--- src/rtl/fbsca_pkg.sv ---
package fbsca_pkg;

  // Field and register widths
  localparam int CFG_W   = 12;
  localparam int CHAN_W  = 8;
  localparam int SUM_W   = 32;
  localparam int LED_W   = 14;
  localparam int SEGI_W  = 6;
  localparam int CIDX_W  = 3;
  localparam int COUNT_W = 11;

  localparam logic [CFG_W-1:0] MAX_FRAME_LINES = 12'd2048;

  // floor(h / 3) == (h * 2731) >> 13 for every h up to 2048
  localparam logic [CFG_W-1:0] THIRD_MULT  = 12'd2731;
  localparam int               THIRD_SHIFT = 13;
  localparam int               THIRD_W     = 2 * CFG_W - THIRD_SHIFT;

  // Width of the elaboration-time reciprocal of the segment count
  localparam int RECIP_W = 14;

  // Divider: 9 quotient bits, top bit set means the mean saturates at 255
  localparam int QUO_W      = 9;
  localparam int MEAN_STEPS = 9;
  localparam int STEP_W     = 4;

  // Reset values of the configuration registers
  localparam logic [CFG_W-1:0]  FRAME_WIDTH_RST  = 12'd640;
  localparam logic [CFG_W-1:0]  FRAME_HEIGHT_RST = 12'd480;
  localparam logic [CHAN_W-1:0] RED_OFFSET_RST   = 8'd10;
  localparam logic [CHAN_W-1:0] GREEN_OFFSET_RST = 8'd10;
  localparam logic [CHAN_W-1:0] BLUE_OFFSET_RST  = 8'd20;

  // Configuration register indexes
  localparam logic [CIDX_W-1:0] CFG_FRAME_WIDTH  = 3'd0;
  localparam logic [CIDX_W-1:0] CFG_FRAME_HEIGHT = 3'd1;
  localparam logic [CIDX_W-1:0] CFG_RED_OFFSET   = 3'd2;
  localparam logic [CIDX_W-1:0] CFG_GREEN_OFFSET = 3'd3;
  localparam logic [CIDX_W-1:0] CFG_BLUE_OFFSET  = 3'd4;

endpackage

--- src/rtl/frame_band_segment_color_average.sv ---
// Per-segment color averager for a raster RGB stream. Pixels enter one per transaction
// (start while busy is low), and busy stays high while the block works on a pixel. A
// pixel inside the middle-third band holds the block longer than one outside it, as the
// shared restoring divider first maps its column to its segment. On the last pixel of a
// frame the same divider computes the three channel means of every segment one after
// another, 9 steps per channel, while busy stays high. Results leave one per segment, left
// to right, each marked by out_valid for a single cycle; there is no backpressure, the
// receiver must take every result as it comes. Configuration writes apply at once and
// must only be made while busy is low.
module frame_band_segment_color_average
  import fbsca_pkg::*;
#(
  parameter int SEGMENT_COUNT    = 16,
  parameter int LEDS_PER_SEGMENT = 16,
  parameter int MAX_LINE_PIXELS  = 2048
) (
  input  logic              clk,
  input  logic              rst_n,
  input  logic              cfg_we,
  input  logic [CIDX_W-1:0] cfg_index,
  input  logic [CFG_W-1:0]  cfg_wdata,
  input  logic              start,
  output logic              busy,
  input  logic [CHAN_W-1:0] in_pixel_red,
  input  logic [CHAN_W-1:0] in_pixel_green,
  input  logic [CHAN_W-1:0] in_pixel_blue,
  input  logic              in_frame_start,
  output logic              out_valid,
  output logic [SEGI_W-1:0] out_segment_index,
  output logic [CHAN_W-1:0] out_red_level,
  output logic [CHAN_W-1:0] out_green_level,
  output logic [CHAN_W-1:0] out_blue_level,
  output logic [23:0]       out_packed_color,
  output logic [LED_W-1:0]  out_led_start,
  output logic              out_last_segment
);

  localparam int IDX_W       = (SEGMENT_COUNT > 1) ? $clog2(SEGMENT_COUNT) : 1;
  localparam int COL_STEPS   = IDX_W + 1;
  localparam int RECIP_SHIFT = CFG_W + $clog2(SEGMENT_COUNT);
  localparam int RECIP       = ((1 << RECIP_SHIFT) + SEGMENT_COUNT - 1) / SEGMENT_COUNT;
  localparam int SWP_W       = CFG_W + RECIP_W;
  localparam int CNT_W       = CFG_W + THIRD_W;

  localparam logic [RECIP_W-1:0] RECIP_C  = RECIP_W'(RECIP);
  localparam logic [IDX_W-1:0]   LAST_IDX = IDX_W'(SEGMENT_COUNT - 1);
  localparam logic [CFG_W-1:0]   MAX_W    = CFG_W'(MAX_LINE_PIXELS);
  localparam logic [LED_W-1:0]   LED_STEP = LED_W'(LEDS_PER_SEGMENT);

  typedef enum logic [3:0] {
    S_IDLE, S_PREP, S_SETUP, S_CDIV, S_CRD, S_CACC, S_ADV,
    S_ERD, S_ELOAD, S_EDIV, S_EOUT
  } state_t;

  typedef enum logic [1:0] {CH_RED, CH_GREEN, CH_BLUE} chan_t;

  state_t              state_r;
  chan_t               ch_r;

  logic [CFG_W-1:0]    frame_width_r, frame_height_r;
  logic [CHAN_W-1:0]   red_offset_r, green_offset_r, blue_offset_r;

  logic [CHAN_W-1:0]   pix_red_r, pix_green_r, pix_blue_r;
  logic [COUNT_W-1:0]  col_r, row_r;
  logic [CFG_W-1:0]    seg_w_r;
  logic [THIRD_W-1:0]  third_r;
  logic [CNT_W-1:0]    count_r;
  logic [IDX_W-1:0]    seg_r, k_r;
  logic [LED_W-1:0]    led_r;
  logic [CHAN_W-1:0]   mean_red_r, mean_green_r, mean_blue_r;
  logic [SEGMENT_COUNT-1:0] valid_r;

  logic [SUM_W-1:0]    rem_r, dsh_r;
  logic [QUO_W-1:0]    quo_r;
  logic [STEP_W-1:0]   step_r;

  logic [3*SUM_W-1:0]  sum_mem [SEGMENT_COUNT];
  logic [3*SUM_W-1:0]  rd_word_r;
  logic                rd_valid_r;

  logic                out_valid_r, out_last_r;
  logic [SEGI_W-1:0]   out_seg_r;
  logic [CHAN_W-1:0]   out_red_r, out_green_r, out_blue_r;
  logic [LED_W-1:0]    out_led_r;

  logic [CFG_W-1:0]    w_eff, h_eff;
  logic [SWP_W-1:0]    sw_prod;
  logic [2*CFG_W-1:0]  th_prod;
  logic [CNT_W-1:0]    cnt_prod;
  logic                in_band;
  logic                div_ge;
  logic [SUM_W-1:0]    rem_nxt;
  logic [QUO_W-1:0]    quo_nxt;
  logic                col_hit;
  logic [CHAN_W-1:0]   mean_nxt;
  logic [SUM_W-1:0]    rd_red, rd_green, rd_blue, chan_sum;
  logic [IDX_W-1:0]    mem_addr;
  logic                mem_we;
  logic [3*SUM_W-1:0]  mem_wdata;
  logic                end_col, end_row;
  logic [CHAN_W-1:0]   lvl_red, lvl_green, lvl_blue;

  function automatic logic [CHAN_W-1:0] level_of(input logic [CHAN_W-1:0] mean,
                                                 input logic [CHAN_W-1:0] offset);
    level_of = (mean > offset) ? (mean - offset) : '0;
  endfunction

  // Effective frame size, clamped to 1..max
  always_comb begin
    if (frame_width_r == '0) begin
      w_eff = CFG_W'(1);
    end else if (frame_width_r > MAX_W) begin
      w_eff = MAX_W;
    end else begin
      w_eff = frame_width_r;
    end
    if (frame_height_r == '0) begin
      h_eff = CFG_W'(1);
    end else if (frame_height_r > MAX_FRAME_LINES) begin
      h_eff = MAX_FRAME_LINES;
    end else begin
      h_eff = frame_height_r;
    end
  end

  assign sw_prod  = w_eff * RECIP_C;
  assign th_prod  = h_eff * THIRD_MULT;
  assign cnt_prod = seg_w_r * third_r;

  assign in_band = (seg_w_r != '0) && ({1'b0, row_r} >= {1'b0, third_r}) &&
                   ({1'b0, row_r} < ({1'b0, third_r} << 1));

  assign end_col = {1'b0, col_r} >= (w_eff - CFG_W'(1));
  assign end_row = {1'b0, row_r} >= (h_eff - CFG_W'(1));

  // Shared restoring divider step
  assign div_ge  = rem_r >= dsh_r;
  assign rem_nxt = div_ge ? (rem_r - dsh_r) : rem_r;
  assign quo_nxt = {quo_r[QUO_W-2:0], div_ge};

  // Column quotient fits in IDX_W bits and names an existing segment
  assign col_hit = !quo_nxt[IDX_W] && (quo_nxt[IDX_W-1:0] <= LAST_IDX);

  always_comb begin
    if (count_r == '0) begin
      mean_nxt = '0;
    end else if (quo_nxt[QUO_W-1]) begin
      mean_nxt = '1;
    end else begin
      mean_nxt = quo_nxt[CHAN_W-1:0];
    end
  end

  // Entries not yet written since the last clear read as zero
  assign rd_red   = rd_valid_r ? rd_word_r[3*SUM_W-1:2*SUM_W] : '0;
  assign rd_green = rd_valid_r ? rd_word_r[2*SUM_W-1:SUM_W]   : '0;
  assign rd_blue  = rd_valid_r ? rd_word_r[SUM_W-1:0]         : '0;

  always_comb begin
    case (ch_r)
      CH_RED:   chan_sum = rd_red;
      CH_GREEN: chan_sum = rd_green;
      CH_BLUE:  chan_sum = rd_blue;
      default:  chan_sum = '0;
    endcase
  end

  assign mem_addr  = (state_r == S_CRD || state_r == S_CACC) ? seg_r : k_r;
  assign mem_we    = (state_r == S_CACC);
  assign mem_wdata = {rd_red + SUM_W'(pix_red_r), rd_green + SUM_W'(pix_green_r),
                      rd_blue + SUM_W'(pix_blue_r)};

  assign lvl_red   = level_of(mean_red_r, red_offset_r);
  assign lvl_green = level_of(mean_green_r, green_offset_r);
  assign lvl_blue  = level_of(mean_blue_r, blue_offset_r);

  always_ff @(posedge clk) begin
    if (mem_we) begin
      sum_mem[mem_addr] <= mem_wdata;
    end
    rd_word_r  <= sum_mem[mem_addr];
    rd_valid_r <= valid_r[mem_addr];
  end

  always_ff @(posedge clk) begin
    if (!rst_n) begin
      frame_width_r  <= FRAME_WIDTH_RST;
      frame_height_r <= FRAME_HEIGHT_RST;
      red_offset_r   <= RED_OFFSET_RST;
      green_offset_r <= GREEN_OFFSET_RST;
      blue_offset_r  <= BLUE_OFFSET_RST;
    end else if (cfg_we) begin
      case (cfg_index)
        CFG_FRAME_WIDTH:  frame_width_r  <= cfg_wdata;
        CFG_FRAME_HEIGHT: frame_height_r <= cfg_wdata;
        CFG_RED_OFFSET:   red_offset_r   <= cfg_wdata[CHAN_W-1:0];
        CFG_GREEN_OFFSET: green_offset_r <= cfg_wdata[CHAN_W-1:0];
        CFG_BLUE_OFFSET:  blue_offset_r  <= cfg_wdata[CHAN_W-1:0];
        default: ;
      endcase
    end
  end

  always_ff @(posedge clk) begin
    if (!rst_n) begin
      state_r     <= S_IDLE;
      ch_r        <= CH_RED;
      col_r       <= '0;
      row_r       <= '0;
      valid_r     <= '0;
      k_r         <= '0;
      led_r       <= '0;
      out_valid_r <= 1'b0;
    end else begin
      out_valid_r <= 1'b0;
      case (state_r)
        S_IDLE: begin
          if (start) begin
            pix_red_r   <= in_pixel_red;
            pix_green_r <= in_pixel_green;
            pix_blue_r  <= in_pixel_blue;
            if (in_frame_start) begin
              col_r   <= '0;
              row_r   <= '0;
              valid_r <= '0;
            end
            state_r <= S_PREP;
          end
        end
        S_PREP: begin
          seg_w_r <= CFG_W'(sw_prod >> RECIP_SHIFT);
          third_r <= th_prod[2*CFG_W-1:THIRD_SHIFT];
          state_r <= S_SETUP;
        end
        S_SETUP: begin
          if (in_band) begin
            rem_r   <= SUM_W'(col_r);
            dsh_r   <= SUM_W'(seg_w_r) << IDX_W;
            quo_r   <= '0;
            step_r  <= STEP_W'(COL_STEPS - 1);
            state_r <= S_CDIV;
          end else begin
            state_r <= S_ADV;
          end
        end
        S_CDIV: begin
          rem_r <= rem_nxt;
          dsh_r <= dsh_r >> 1;
          quo_r <= quo_nxt;
          if (step_r == '0) begin
            seg_r   <= quo_nxt[IDX_W-1:0];
            state_r <= col_hit ? S_CRD : S_ADV;
          end else begin
            step_r <= step_r - STEP_W'(1);
          end
        end
        S_CRD: begin
          state_r <= S_CACC;
        end
        S_CACC: begin
          valid_r[seg_r] <= 1'b1;
          state_r        <= S_ADV;
        end
        S_ADV: begin
          if (!end_col) begin
            col_r   <= col_r + COUNT_W'(1);
            state_r <= S_IDLE;
          end else begin
            col_r <= '0;
            if (!end_row) begin
              row_r   <= row_r + COUNT_W'(1);
              state_r <= S_IDLE;
            end else begin
              count_r <= cnt_prod;
              k_r     <= '0;
              led_r   <= '0;
              ch_r    <= CH_RED;
              state_r <= S_ERD;
            end
          end
        end
        S_ERD: begin
          state_r <= S_ELOAD;
        end
        S_ELOAD: begin
          rem_r   <= chan_sum;
          dsh_r   <= SUM_W'(count_r) << CHAN_W;
          quo_r   <= '0;
          step_r  <= STEP_W'(MEAN_STEPS - 1);
          state_r <= S_EDIV;
        end
        S_EDIV: begin
          rem_r <= rem_nxt;
          dsh_r <= dsh_r >> 1;
          quo_r <= quo_nxt;
          if (step_r == '0) begin
            case (ch_r)
              CH_RED: begin
                mean_red_r <= mean_nxt;
                ch_r       <= CH_GREEN;
                state_r    <= S_ELOAD;
              end
              CH_GREEN: begin
                mean_green_r <= mean_nxt;
                ch_r         <= CH_BLUE;
                state_r      <= S_ELOAD;
              end
              default: begin
                mean_blue_r <= mean_nxt;
                state_r     <= S_EOUT;
              end
            endcase
          end else begin
            step_r <= step_r - STEP_W'(1);
          end
        end
        S_EOUT: begin
          out_valid_r <= 1'b1;
          out_seg_r   <= SEGI_W'(k_r);
          out_red_r   <= lvl_red;
          out_green_r <= lvl_green;
          out_blue_r  <= lvl_blue;
          out_led_r   <= led_r;
          out_last_r  <= (k_r == LAST_IDX);
          if (k_r == LAST_IDX) begin
            valid_r <= '0;
            row_r   <= '0;
            state_r <= S_IDLE;
          end else begin
            k_r     <= k_r + IDX_W'(1);
            led_r   <= led_r + LED_STEP;
            ch_r    <= CH_RED;
            state_r <= S_ERD;
          end
        end
        default: begin
          state_r <= S_IDLE;
        end
      endcase
    end
  end

  assign busy              = (state_r != S_IDLE);
  assign out_valid         = out_valid_r;
  assign out_segment_index = out_seg_r;
  assign out_red_level     = out_red_r;
  assign out_green_level   = out_green_r;
  assign out_blue_level    = out_blue_r;
  assign out_packed_color  = {out_red_r, out_green_r, out_blue_r};
  assign out_led_start     = out_led_r;
  assign out_last_segment  = out_last_r;

endmodule

--- config.mk ---
export PLATFORM = sky130hd
export DESIGN_NAME = frame_band_segment_color_average
export DESIGN_NICKNAME = d
export VERILOG_FILES = /design/src/rtl/fbsca_pkg.sv /design/src/rtl/frame_band_segment_color_average.sv
export SDC_FILE = /design/constraint.sdc
export NUM_CORES = 2
export LEC_CHECK = 0
export BUFFER_PORTS_ARGS = -buffer_cell sky130_fd_sc_hd__buf_2
export CAP_MARGIN = 20
export CORE_ASPECT_RATIO = 1.4
export CORE_MARGIN = 2
export CORE_UTILIZATION = 45
export CTS_CLUSTER_DIAMETER = 60
export CTS_CLUSTER_SIZE = 25
export DETAILED_ROUTE_END_ITERATION = 16
export PLACE_DENSITY = 0.57
export SLEW_MARGIN = 10
export SYNTH_ARGS = -nofsm -noshare
export SYNTH_HDL_FRONTEND = slang
export SYNTH_SLANG_ARGS = --single-unit
export TNS_END_PERCENT = 5
--- constraint.sdc ---
create_clock -name clk -period 11.6 [get_ports clk]
set_clock_uncertainty 0.1 [all_clocks]
set_input_delay 1.74 -clock clk [delete_from_list [all_inputs] [get_ports clk]]
set_output_delay 1.74 -clock clk [all_outputs]
set_load 0.02 [all_outputs]
==> flow_metrics.env <==
export IMPL_power_leakage_nw=31.2
export IMPL_grt_antenna_before_repair=7
export IMPL_wl_per_cell_microns=26.4
export IMPL_timing_rr_end="sum_mem[2][16]"
export IMPL_hold_viol_final=0
export IMPL_p_per_area_nw_per_um2=183
export IMPL_cts_buffer_depth=3
export IMPL_seq_area_sq_um=56200
export IMPL_cts_root_buffer="clkbuf_16"
export IMPL_synth_top_area_cell="edfxtp_1"
export IMPL_start_util_pct=45.3
export IMPL_boundaryPins=115
export IMPL_drc_errors=0
export IMPL_required_ns=11.88
export IMPL_drtAntennaViolNets=0
export IMPL_slew_violations=0
export IMPL_setup_viol=0
export IMPL_layout_cells_non_filler=8060
export IMPL_finalSetupTns_ns=0
export IMPL_grt_pass1_wl_microns=316000
export IMPL_r2r_start="state_r[2]"
export IMPL_fp_dieH_microns=518
export IMPL_min_period_ns=5.84
export IMPL_maxCapViolCount=0
export IMPL_maxSlewHeadroom_pct=24.8
export IMPL_area_growth_pct=9.27
export IMPL_grtUsageTotal_pct=22.2
export IMPL_rows=188
export IMPL_path_class="reg2reg"
export IMPL_nFillCells=15780
export IMPL_cts_tree="yes"
export IMPL_min_from="red_offset_r[2]"
export IMPL_die_w_microns=371
export IMPL_io_buffers=108
export IMPL_ys_warn_count=0
export IMPL_yosys_cell_types_count=79
export IMPL_critPathArrivalTime_ns=6.12
export IMPL_clock_latency_ns=0.79
export IMPL_drtIter0Drc=3877
export IMPL_status="completed"
export IMPL_firstDrtPassIters=5
export IMPL_power_mw=16.9
export IMPL_synth_top_area_share_pct=61.4
export IMPL_hold_slack_ns=0.358
export IMPL_final_area_sq_um=92700
export IMPL_async_reset_ff_share_pct=0
export IMPL_clock_fmax_ghz=0.171
export IMPL_grt_max_degree=122
export IMPL_post_route_period_util_pct=50.3
export IMPL_r2r_slack_ns=5.76
export IMPL_rsz0062_at_grt="no"
export IMPL_clock_sinks=1940
export IMPL_routed_wl_microns=213000
export IMPL_synth_avg_cell_area_sq_um=15.7
export IMPL_vias=46790
export IMPL_cts_setup_buffers=0
export IMPL_core_area_sq_um=187000
export IMPL_ys_seq_elements=1940
export IMPL_nNetsFinal=5886
export IMPL_yosys_top_cells_area="edfxtp_1, mux4_2, dfxtp_1, ha_1, fa_1"
export IMPL_synth_edf_count=1736
export IMPL_placedInstanceArea_sq_um=88200
export IMPL_cts_buffers=117
export IMPL_vias_per_cell=5.81
export IMPL_min_to="red_offset_r[2]"
export IMPL_gr_total_overflow=0
export IMPL_min_path_cells=2
export IMPL_synth_flop_cell="edfxtp_1"
export IMPL_peakVddDrop_v=0.000203
export IMPL_multi_input_area_sq_um=26600
export IMPL_worst_pin_slew_ns=1.12
export IMPL_drive_above_1_share_pct=15.8
export IMPL_path_max_fanout=65
export IMPL_dp_cells=7808
export IMPL_yosysSeqAreaShare_pct=66.3
export IMPL_die_area_sq_um=192000
export IMPL_dp_hpwl_microns=121000
export IMPL_synthCells=5420
export IMPL_worst_r2r_path_depth=9
export IMPL_hp_class="reg2reg"
export IMPL_syn_cell_area_sq_um=84800
export IMPL_h_tree_depth=3
export IMPL_grt_pass1_vias=47939
export IMPL_routabilityCongestion=0.845
export IMPL_end_kind="flip-flop"
export IMPL_ctsHoldBuffers=0
export IMPL_critPathLaunchType="flip-flop"
export IMPL_clk_pin_slew_ns=0.09
export IMPL_cts_resized=0
[through the flow]
step / utilization [%] / setup slack (ns)
floorplan: - / 2.51
global placement: 47.0 / 5.78
detailed placement: 47.1 / 5.74
CTS: 49.3 / 5.73
global route: 49.5 / 5.37
finish: 49.5 / 5.76
[state kept, by name (all words and copies together), names as in the netlist, 10 cells and up]
name,count
led_r,10
row_r,11
frame_height_r,12
dsh_r,27
rd_word_r,96
third_r,11
valid_r,16
rem_r,32
out_led_start,10
count_r,19
frame_width_r,12
sum_mem,1536
col_r,11
[critical path, stage by stage, from the launching register on]
cell      delay (ns)
dfxtp_1         0.61
nand2b_1        0.19
nor2_4          0.36
mux2i_4         0.29
buf_4           0.57
buf_4           0.90
nand2_1         0.47
nor2_4          0.18
buf_4           0.74
buf_4           0.91
[Yosys cell counts (14+ instances only)]
master / count
xor2_1: 41
nand3_1: 56
buf_2: 35
clkbuf_1: 175
dfxtp_1: 204
a21o_1: 40
o21a_1: 14
mux4_2: 388
xnor2_1: 100
a211oi_1: 107
mux2i_1: 51
and3_1: 31
ha_1: 255
o22ai_1: 19
nand4_1: 22
buf_1: 20
o21ai_0: 94
a31oi_1: 121
buf_4: 51
nor2b_1: 42
nor2_1: 231
nand2b_1: 39
or3_1: 22
nor3_1: 61
a21oi_1: 175
edfxtp_1: 1736
fa_1: 101
and2_1: 175
inv_1: 288
nor4_1: 27
nand2_1: 514
[worst max-delay path by stage]
stage / slack, ns / from / cells after the start / to
after floorplan: 2.51 / state_r[1] / 8 / sum_mem[14][0]
after global placement: 5.78 / frame_height_r[11] / 21 / third_r[10]
after detailed placement: 5.74 / frame_height_r[11] / 21 / third_r[10]
after CTS: 5.73 / frame_height_r[11] / 21 / third_r[10]
after global routing: 5.37 / frame_height_r[11] / 21 / third_r[10]
final: 5.76 / state_r[2] / 9 / sum_mem[2][16]
[layer usage]
layer  vias to the layer above  routed length [microns]  track usage [%]  part of all wire (%)
li1                      20701                        -                -                     -
met3                       254                     8370             2.04                   3.9
met5                         -                       14                0                0.0066
met4                         2                     6330             6.91                   3.0
met2                      1141                   112000             40.0                    53
met1                     24692                    86500             28.3                    41
[area by class of cell]
cell class,count,share of cell area (%)
timing repair buffer,222,1.68
sequential,1940,60.6
inverter,292,1.18
clock inverter,88,1.21
clock buffer,133,3.30
tap,2470,3.33
multi-input combinational,2913,28.7
antenna,2,0.00540
[cell families (layout without fill, tap and decap cells)]
group,count (synthesis),after routing,share of synthesized area [%]
other cells,1,9,0.00442
xor+xnor,141,141,1.46
buf+inv,573,735,2.81
mux,442,442,10.9
flops,1940,1940,66.3
compound gates,709,709,5.43
simple gates,1258,1258,6.96
fa+ha+maj,356,356,6.14
[report_power, final]
part | leakage [nW] | internal (mW) | switching, mW
logic | 11.7 | 1.54 | 2.19
registers | 17.5 | 8.11 | 0.340
clock network | 2.02 | 2.22 | 2.52
total | 31.2 | 11.9 | 5.06
[layout by cell type, fill, tap and decap left out, types with 47 or more instances in the layout]
| master | count |
|---|---|
| a211oi_1 | 107 |
| a21oi_1 | 173 |
| a31oi_1 | 121 |
| and2_1 | 175 |
| buf_2 | 109 |
| buf_4 | 86 |
| clkbuf_16 | 120 |
| dfxtp_1 | 202 |
| edfxtp_1 | 1736 |
| fa_1 | 101 |
| ha_1 | 255 |
| inv_1 | 288 |
| mux2i_1 | 47 |
| mux4_2 | 388 |
| nand2_1 | 514 |
| nand3_1 | 56 |
| nor2_1 | 221 |
| nor3_1 | 51 |
| o21ai_0 | 94 |
| xnor2_1 | 96 |
Power figures use the tool's default switching activity.
